$ cat src/sv/mfpt_pkg.sv
// ----------------------------------------------------------------------------
// Motor feedback position tracker package
// Shared constants, register indexes and pipeline types.
// ----------------------------------------------------------------------------
`default_nettype none

package mfpt_pkg;

  // Encoder geometry
  localparam int unsigned ENC_BITS   = 13;
  localparam int unsigned ENC_COUNTS = 8192;
  localparam int unsigned ENC_HALF   = ENC_COUNTS / 2;
  localparam int unsigned TURN_BITS  = 24;

  // Field widths
  localparam int unsigned DELTA_W = 14;
  localparam int unsigned TOTAL_W = 37;
  localparam int unsigned WIDE_W  = TOTAL_W + 1;   // total before wrap to field width
  localparam int unsigned ANGLE_W = 32;
  localparam int unsigned SPEED_W = 16;
  localparam int unsigned CURR_W  = 16;
  localparam int unsigned TEMP_W  = 8;
  localparam int unsigned FRAME_W = 32;
  localparam int unsigned GAIN_W  = 32;

  // Stream widths (whole bytes)
  localparam int unsigned IN_TDATA_W  = 56;
  localparam int unsigned OUT_TDATA_W = 232;
  localparam int unsigned OUT_PAD_W   = OUT_TDATA_W - (2 * DELTA_W + TURN_BITS + TOTAL_W
                                        + 2 * ANGLE_W + SPEED_W + CURR_W + TEMP_W + FRAME_W);

  // Configuration port
  localparam int unsigned CFG_IDX_W  = 1;
  localparam int unsigned CFG_DATA_W = 32;
  localparam logic [CFG_IDX_W-1:0] CFG_CENTER_OFFSET = 1'b0;
  localparam logic [CFG_IDX_W-1:0] CFG_ANGLE_GAIN    = 1'b1;

  // Unwrap stage result
  typedef struct packed {
    logic signed [DELTA_W-1:0]   delta;
    logic signed [TURN_BITS-1:0] turns;
    logic signed [WIDE_W-1:0]    total;
    logic signed [DELTA_W-1:0]   rel;
    logic signed [SPEED_W-1:0]   speed;
    logic signed [CURR_W-1:0]    current;
    logic        [TEMP_W-1:0]    temp;
    logic        [FRAME_W-1:0]   frames;
  } mfpt_mid_t;

  // Result item, laid out as m_axis_tdata (last field in the low bits)
  typedef struct packed {
    logic        [OUT_PAD_W-1:0] pad;
    logic        [FRAME_W-1:0]   frame_count;
    logic        [TEMP_W-1:0]    temperature_out;
    logic signed [CURR_W-1:0]    current_out;
    logic signed [SPEED_W-1:0]   speed_out;
    logic signed [ANGLE_W-1:0]   rel_angle;
    logic signed [DELTA_W-1:0]   relative_counts;
    logic signed [ANGLE_W-1:0]   tot_angle;
    logic signed [TOTAL_W-1:0]   total_counts;
    logic signed [TURN_BITS-1:0] turn_count;
    logic signed [DELTA_W-1:0]   delta_counts;
  } mfpt_res_t;

endpackage

`default_nettype wire

$ cat src/sv/mfpt_unwrap.sv
// ----------------------------------------------------------------------------
// Multi-turn unwrap stage
// Wraps the position delta, keeps the saturating turn counter and the frame
// counter, and forms the multi-turn total and the folded relative count.
// ----------------------------------------------------------------------------
`default_nettype none

module mfpt_unwrap (
  input  wire                                clk_i,
  input  wire                                rst_ni,
  input  wire                                load_i,
  input  wire  [mfpt_pkg::ENC_BITS-1:0]      position_i,
  input  wire  signed [mfpt_pkg::SPEED_W-1:0] speed_i,
  input  wire  signed [mfpt_pkg::CURR_W-1:0]  current_i,
  input  wire  [mfpt_pkg::TEMP_W-1:0]        temperature_i,
  input  wire  [mfpt_pkg::ENC_BITS-1:0]      center_offset_i,
  output mfpt_pkg::mfpt_mid_t                mid_o
);
  import mfpt_pkg::*;

  localparam logic signed [DELTA_W-1:0]   HALF_S  = DELTA_W'(ENC_HALF);
  localparam logic signed [DELTA_W:0]     RANGE_S = (DELTA_W + 1)'(ENC_COUNTS);
  localparam logic signed [TURN_BITS-1:0] TURN_MAX = {1'b0, {(TURN_BITS-1){1'b1}}};
  localparam logic signed [TURN_BITS-1:0] TURN_MIN = {1'b1, {(TURN_BITS-1){1'b0}}};

  logic [ENC_BITS-1:0]         prev_q;
  logic signed [TURN_BITS-1:0] turns_q, turns_d;
  logic [FRAME_W-1:0]          frames_q, frames_d;
  mfpt_mid_t                   mid_q, mid_d;

  logic signed [DELTA_W-1:0] diff, delta_w;
  logic signed [DELTA_W:0]   pos_s, off_s, rel_w;
  logic signed [WIDE_W-1:0]  turn_base;

  // Delta wrap and turn counting
  always_comb begin
    diff    = $signed({1'b0, position_i}) - $signed({1'b0, prev_q});
    turns_d = turns_q;
    delta_w = diff;
    if (diff > HALF_S) begin
      if (turns_q != TURN_MIN) turns_d = turns_q - TURN_BITS'(1);
      delta_w = diff - DELTA_W'(RANGE_S);
    end else if (diff < -HALF_S) begin
      if (turns_q != TURN_MAX) turns_d = turns_q + TURN_BITS'(1);
      delta_w = diff + DELTA_W'(RANGE_S);
    end
    frames_d = frames_q + FRAME_W'(1);
  end

  // Multi-turn total and folded relative count
  always_comb begin
    pos_s     = $signed({2'b00, position_i});
    off_s     = $signed({2'b00, center_offset_i});
    turn_base = $signed({turns_d[TURN_BITS-1], turns_d, {ENC_BITS{1'b0}}});
    if ({1'b0, center_offset_i} >= (ENC_BITS + 1)'(ENC_HALF)) begin
      if ({1'b0, position_i} > ({1'b0, center_offset_i} - (ENC_BITS + 1)'(ENC_HALF)))
        rel_w = pos_s - off_s;
      else
        rel_w = pos_s + RANGE_S - off_s;
    end else begin
      if ({1'b0, position_i} > ({1'b0, center_offset_i} + (ENC_BITS + 1)'(ENC_HALF)))
        rel_w = pos_s - RANGE_S - off_s;
      else
        rel_w = pos_s - off_s;
    end
    mid_d.delta   = delta_w;
    mid_d.turns   = turns_d;
    mid_d.total   = turn_base + WIDE_W'(pos_s) - WIDE_W'(off_s);
    mid_d.rel     = rel_w[DELTA_W-1:0];
    mid_d.speed   = speed_i;
    mid_d.current = current_i;
    mid_d.temp    = temperature_i;
    mid_d.frames  = frames_d;
  end

  // Tracking state
  always_ff @(posedge clk_i or negedge rst_ni) begin
    if (!rst_ni) begin
      prev_q   <= '0;
      turns_q  <= '0;
      frames_q <= '0;
    end else if (load_i) begin
      prev_q   <= position_i;
      turns_q  <= turns_d;
      frames_q <= frames_d;
    end
  end

  // Stage register
  always_ff @(posedge clk_i) begin
    if (load_i) mid_q <= mid_d;
  end

  assign mid_o = mid_q;

endmodule

`default_nettype wire

$ cat src/sv/mfpt_scale.sv
// ----------------------------------------------------------------------------
// Angle scaling stage
// Turns the multi-turn total into Q8 degrees (times 45 over 4, truncated
// toward zero) and scales the relative count by the Q16 gain, both saturated.
// ----------------------------------------------------------------------------
`default_nettype none

module mfpt_scale (
  input  wire                                 clk_i,
  input  wire                                 load_i,
  input  mfpt_pkg::mfpt_mid_t                 mid_i,
  input  wire  signed [mfpt_pkg::GAIN_W-1:0]  angle_gain_i,
  output mfpt_pkg::mfpt_res_t                 res_o
);
  import mfpt_pkg::*;

  localparam int unsigned P45_W  = WIDE_W + 6;
  localparam int unsigned PROD_W = GAIN_W + DELTA_W;
  localparam logic signed [ANGLE_W-1:0] A_MAX = {1'b0, {(ANGLE_W-1){1'b1}}};
  localparam logic signed [ANGLE_W-1:0] A_MIN = {1'b1, {(ANGLE_W-1){1'b0}}};

  logic signed [P45_W-1:0]  t_ext, p45, p_bias, q45;
  logic signed [PROD_W-1:0] prod;
  logic signed [ANGLE_W-1:0] tangle, rangle;
  mfpt_res_t                res_q, res_d;

  // Total angle: x*45 by shift-add, divide by 4 toward zero, saturate
  always_comb begin
    t_ext  = P45_W'(mid_i.total);
    p45    = (t_ext <<< 5) + (t_ext <<< 3) + (t_ext <<< 2) + t_ext;
    p_bias = p45 + (p45[P45_W-1] ? P45_W'(3) : P45_W'(0));
    q45    = p_bias >>> 2;
    if (q45[P45_W-1:ANGLE_W-1] == '0 || q45[P45_W-1:ANGLE_W-1] == '1)
      tangle = q45[ANGLE_W-1:0];
    else
      tangle = q45[P45_W-1] ? A_MIN : A_MAX;
  end

  // Relative angle: gain times folded count, saturate
  always_comb begin
    prod = PROD_W'(angle_gain_i) * PROD_W'(mid_i.rel);
    if (prod[PROD_W-1:ANGLE_W-1] == '0 || prod[PROD_W-1:ANGLE_W-1] == '1)
      rangle = prod[ANGLE_W-1:0];
    else
      rangle = prod[PROD_W-1] ? A_MIN : A_MAX;
  end

  // Result assembly
  always_comb begin
    res_d.pad             = '0;
    res_d.frame_count     = mid_i.frames;
    res_d.temperature_out = mid_i.temp;
    res_d.current_out     = mid_i.current;
    res_d.speed_out       = mid_i.speed;
    res_d.rel_angle       = rangle;
    res_d.relative_counts = mid_i.rel;
    res_d.tot_angle       = tangle;
    res_d.total_counts    = mid_i.total[TOTAL_W-1:0];
    res_d.turn_count      = mid_i.turns;
    res_d.delta_counts    = mid_i.delta;
  end

  // Output register
  always_ff @(posedge clk_i) begin
    if (load_i) res_q <= res_d;
  end

  assign res_o = res_q;

endmodule

`default_nettype wire

$ cat src/sv/motor_feedback_position_tracker_unit.sv
// ----------------------------------------------------------------------------
// Motor feedback position tracker
// Multi-turn encoder unwrap with angle scaling over streaming channels.
// ----------------------------------------------------------------------------
// An accepted frame is held in the unwrap register, then in the result register,
// from which it is offered on the output stream.
// Throughput: one frame per cycle; when the output is not taken the result
// register holds and the unwrap register fills behind it, and a frame is
// accepted whenever the unwrap register is empty or moves on in that cycle.
// Reset: asynchronous, clears the turn, frame and previous-position state,
// both config registers and the stage valids.
`default_nettype none

module motor_feedback_position_tracker_unit (
  input  wire                                   clk_i,
  input  wire                                   rst_ni,
  // Configuration
  input  wire                                   cfg_we_i,
  input  wire  [mfpt_pkg::CFG_IDX_W-1:0]        cfg_idx_i,
  input  wire  [mfpt_pkg::CFG_DATA_W-1:0]       cfg_data_i,
  // Feedback frames
  input  wire                                   s_axis_tvalid,
  output logic                                  s_axis_tready,
  // position[12:0], speed[28:13], current[44:29], temperature[52:45], zero pad
  input  wire  [mfpt_pkg::IN_TDATA_W-1:0]       s_axis_tdata,
  // Results
  output logic                                  m_axis_tvalid,
  input  wire                                   m_axis_tready,
  // delta_counts[13:0], turn_count[37:14], total_counts[74:38],
  // tot_angle[106:75], relative_counts[120:107], rel_angle[152:121],
  // speed_out[168:153], current_out[184:169], temperature_out[192:185],
  // frame_count[224:193], zero pad
  output logic [mfpt_pkg::OUT_TDATA_W-1:0]      m_axis_tdata
);
  import mfpt_pkg::*;

  logic [ENC_BITS-1:0]      center_offset_q;
  logic signed [GAIN_W-1:0] angle_gain_q;
  logic                     v1_q, v1_d, v2_q, v2_d;
  logic                     in_acc, adv;
  mfpt_mid_t                mid;
  mfpt_res_t                res;

  // Pipeline flow control
  assign adv           = v1_q && (!v2_q || m_axis_tready);
  assign s_axis_tready = !v1_q || adv;
  assign in_acc        = s_axis_tvalid && s_axis_tready;

  always_comb begin
    v1_d = v1_q;
    if (in_acc)   v1_d = 1'b1;
    else if (adv) v1_d = 1'b0;
    v2_d = v2_q;
    if (adv)                v2_d = 1'b1;
    else if (m_axis_tready) v2_d = 1'b0;
  end

  // Valids and configuration registers
  always_ff @(posedge clk_i or negedge rst_ni) begin
    if (!rst_ni) begin
      v1_q            <= 1'b0;
      v2_q            <= 1'b0;
      center_offset_q <= '0;
      angle_gain_q    <= '0;
    end else begin
      v1_q <= v1_d;
      v2_q <= v2_d;
      if (cfg_we_i) begin
        unique case (cfg_idx_i)
          CFG_CENTER_OFFSET: center_offset_q <= cfg_data_i[ENC_BITS-1:0];
          CFG_ANGLE_GAIN:    angle_gain_q    <= $signed(cfg_data_i[GAIN_W-1:0]);
          default: ;
        endcase
      end
    end
  end

  mfpt_unwrap u_unwrap (
    .clk_i           (clk_i),
    .rst_ni          (rst_ni),
    .load_i          (in_acc),
    .position_i      (s_axis_tdata[12:0]),
    .speed_i         ($signed(s_axis_tdata[28:13])),
    .current_i       ($signed(s_axis_tdata[44:29])),
    .temperature_i   (s_axis_tdata[52:45]),
    .center_offset_i (center_offset_q),
    .mid_o           (mid)
  );

  mfpt_scale u_scale (
    .clk_i        (clk_i),
    .load_i       (adv),
    .mid_i        (mid),
    .angle_gain_i (angle_gain_q),
    .res_o        (res)
  );

  assign m_axis_tvalid = v2_q;
  assign m_axis_tdata  = res;

endmodule

`default_nettype wire

$ cat config.mk
export PLATFORM = sky130hd
export DESIGN_NAME = motor_feedback_position_tracker_unit
export DESIGN_NICKNAME = d
export VERILOG_FILES = /design/src/sv/mfpt_pkg.sv /design/src/sv/mfpt_unwrap.sv /design/src/sv/mfpt_scale.sv /design/src/sv/motor_feedback_position_tracker_unit.sv
export SDC_FILE = /design/constraint.sdc
export NUM_CORES = 2
export LEC_CHECK = 0
export BUFFER_PORTS_ARGS = -buffer_cell sky130_fd_sc_hd__buf_4
export CORE_UTILIZATION = 38
export DETAILED_ROUTE_END_ITERATION = 7
export GPL_TIMING_DRIVEN = 0
export PLACE_DENSITY = 0.53
export SLEW_MARGIN = 0
export SYNTH_ARGS = -nofsm -noshare
export SYNTH_HDL_FRONTEND = slang
export SYNTH_SLANG_ARGS = --single-unit
$ cat constraint.sdc
create_clock -name clk_i -period 14.9 [get_ports clk_i]
set_input_delay 0.745 -clock clk_i [delete_from_list [all_inputs] [get_ports clk_i]]
set_output_delay 0.745 -clock clk_i [all_outputs]
set_load 0.02 [all_outputs]
==> results.cfg <==
[logic_synthesis]
synthArstFlopShare = 0.243
synth_cell_types = 94
yosysMostFrequentCell = inv_1
synth_area_mm2 = 0.0398
synthTopCellsByCount = inv_1, fa_1, nand2_1
yosysTopAreaCellShare = 0.273
synth-edff-count = 361
syn_area_per_cell_um2 = 10.7
yosys-top-cells-area = edfxtp_1, fa_1, dfrtp_1
yosysSeqAreaShare = 0.346
ys.flop_type = edfxtp_1
synth_cells = 3713
ys_warn_count = 0
synth.largest_area_cell = edfxtp_1
ys_ff_latch = 477

[global_routing]
grt_pass1_wl_um = 169000
grt_pass1_vias = 28400
antenna_found_initial = 18
grt_max_degree = 64
grt_overflow = 0
gr-usage-all-layers = 0.207

[sta]
drv_slew = 0
period_needed_ps = 11650
fin_tns_setup_ps = 0
rsz0062_at_grt = false
finClkSkew_ps = 20.1
slew-limit-headroom = 0.231
min_period_over_period = 0.782
worst_pin_slew_ps = 1150
hold_viol_final = 0
fmax_mhz = 85.9
setup_violations = 0

[clock_tree]
clock_path_buffers = 3
worstSkewPairLatency_ps = 630
holdBufCountCts = 0
cts_inserted_buffers = 52
clkTransAtPathRegs_ps = 60
htree_levels = 2
cts_tree = done
cts_resized = 0
clock_sinks = 477
cts_root_buffer = clkbuf_16
postCtsSetupRepairBufs = 0

[setup_path]
critical_path_buf_inv_count = 6
crit_required_ps = 15160
cpLargestDelayFamily = compound AO/OA/AOI/OAI gates
max_stage_delay_ps = 1130
cp-end-kind = flop
cp_max_fo = 10
worstSetupPathType = flop to flop
cp_slowest_cell = a2111oi_1
critPathMostFrequentCell = fa_1
critPathLaunchType = flop
critPathArrivalTime_ps = 11910

[finish]
syn_to_final_growth_pct = 15.2
multiInputGateArea_mm2 = 0.0234
regArea_mm2 = 0.0137
final_nets = 4857
layout-drive-gt1-share = 0.118
fillers = 10000

[floorplanning]
die_y_um = 326
ios = 328
dieArea_mm2 = 0.106
initial_utilization = 0.384
fp.coreArea_mm2 = 0.104
fp.dieW_um = 326
rows = 118

[detailed_routing]
vias = 27800
drt_iter0_markers = 1826
ant_nets = 0
avgRoutedWirePerCell_um = 19.7
drc = 0
dr.pass1.iters = 5
vias_per_cell = 5.03
routed_wl_um = 109000

[min_path]
hp-class = input port to async pin

[run_status]
outcome = finished clean

[place]
port_buffers = 317
gp_congestion = 0.882
hpwl_um = 86100

[run]
drv_cap = 0
## final timing paths
check	start	end	slack (ps)	cells after the start
setup / recovery	u_unwrap.mid_o[81]	u_scale.res_o[134]	3250	26
hold / removal	rst_ni	u_unwrap.frames_q[24]	110	1
setup reg to reg	u_unwrap.mid_o[81]	u_scale.res_o[134]	3250	26
hold reg to reg	u_unwrap.mid_o[36]	u_scale.res_o[189]	410	0
max in group asynchronous	rst_ni	angle_gain_q[26]	13980	2
min in group clk_i	s_axis_tdata[44]	u_unwrap.mid_o[55]	290	1
## flip-flops by register name, summed over array words and instances, names as in the netlist
| register | count |
|---|---|
| angle_gain_q | 32 |
| v1_q | 1 |
| u_unwrap.mid_o | 149 |
| center_offset_q | 13 |
| u_unwrap.frames_q | 32 |
| m_axis_tvalid | 1 |
| u_unwrap.turns_q | 24 |
| u_unwrap.prev_q | 13 |
| u_scale.res_o | 212 |
## stage by stage
stage          hold WS (ps)  std cells  utilization  setup WS, ps  cell area, µm²
2_1_floorplan           400       3719            -          7190           39800
3_3_place_gp            400       5416        0.424          3000           43900
3_5_place_dp            405       5422        0.425          3400           44100
4_1_cts                 112       5519        0.442          3340           45800
5_1_grt                 131       5519        0.442          2900           45800
6_report                112       5521        0.442          3250           45800
## final cells by class
type | count | area share
well taps | 1380 | 0.0377
multi-input cells | 2568 | 0.512
plain buffers | 154 | 0.0145
flip-flops and latches | 477 | 0.300
inverters | 520 | 0.0426
diodes | 2 | 0.000109
repair buffers | 323 | 0.0556
clock inverters | 24 | 0.00647
clock buffers | 73 | 0.0314
## layout by cell type (no fill, tap or decap), types with 16 or more instances in the layout
cell / n
inv_1: 518
fa_1: 484
nand2_1: 398
edfxtp_1: 361
buf_4: 336
and2_1: 229
ha_1: 183
nor2_1: 145
clkbuf_1: 142
xnor2_1: 135
a21oi_1: 130
dfrtp_1: 116
o21ai_0: 110
xor2_1: 98
nand3_1: 62
clkbuf_16: 52
nor3_1: 42
and3_1: 40
o21ai_1: 39
a21o_1: 36
mux2_2: 35
nand2b_1: 33
nand4_1: 29
nor4_1: 24
a211oi_1: 24
o211ai_1: 22
o21a_1: 20
a31oi_1: 16
## layer usage
metal | routed length (µm) | track usage | share of wire
met1 | 49700 | 0.295 | 0.46
met2 | 48700 | 0.320 | 0.45
met3 | 8330 | 0.0528 | 0.077
met4 | 1800 | 0.0384 | 0.017
met5 | 204 | 0 | 0.0019
## kinds of logic after synthesis
| group | after synthesis | share of synthesized area |
|---|---|---|
| AO/OA/AOI/OAI | 529 | 0.0865 |
| XOR/XNOR | 233 | 0.0513 |
| adder cells (fa/ha/maj) | 667 | 0.301 |
| buffers and inverters | 674 | 0.0657 |
| flip-flops | 477 | 0.346 |
| multiplexers | 39 | 0.0109 |
| other | 1 | 0.0000943 |
| AND/OR/NAND/NOR | 1093 | 0.139 |
Power is not shown: default switching activity piles up to over one toggle a cycle in this logic, so the estimate is an artifact.
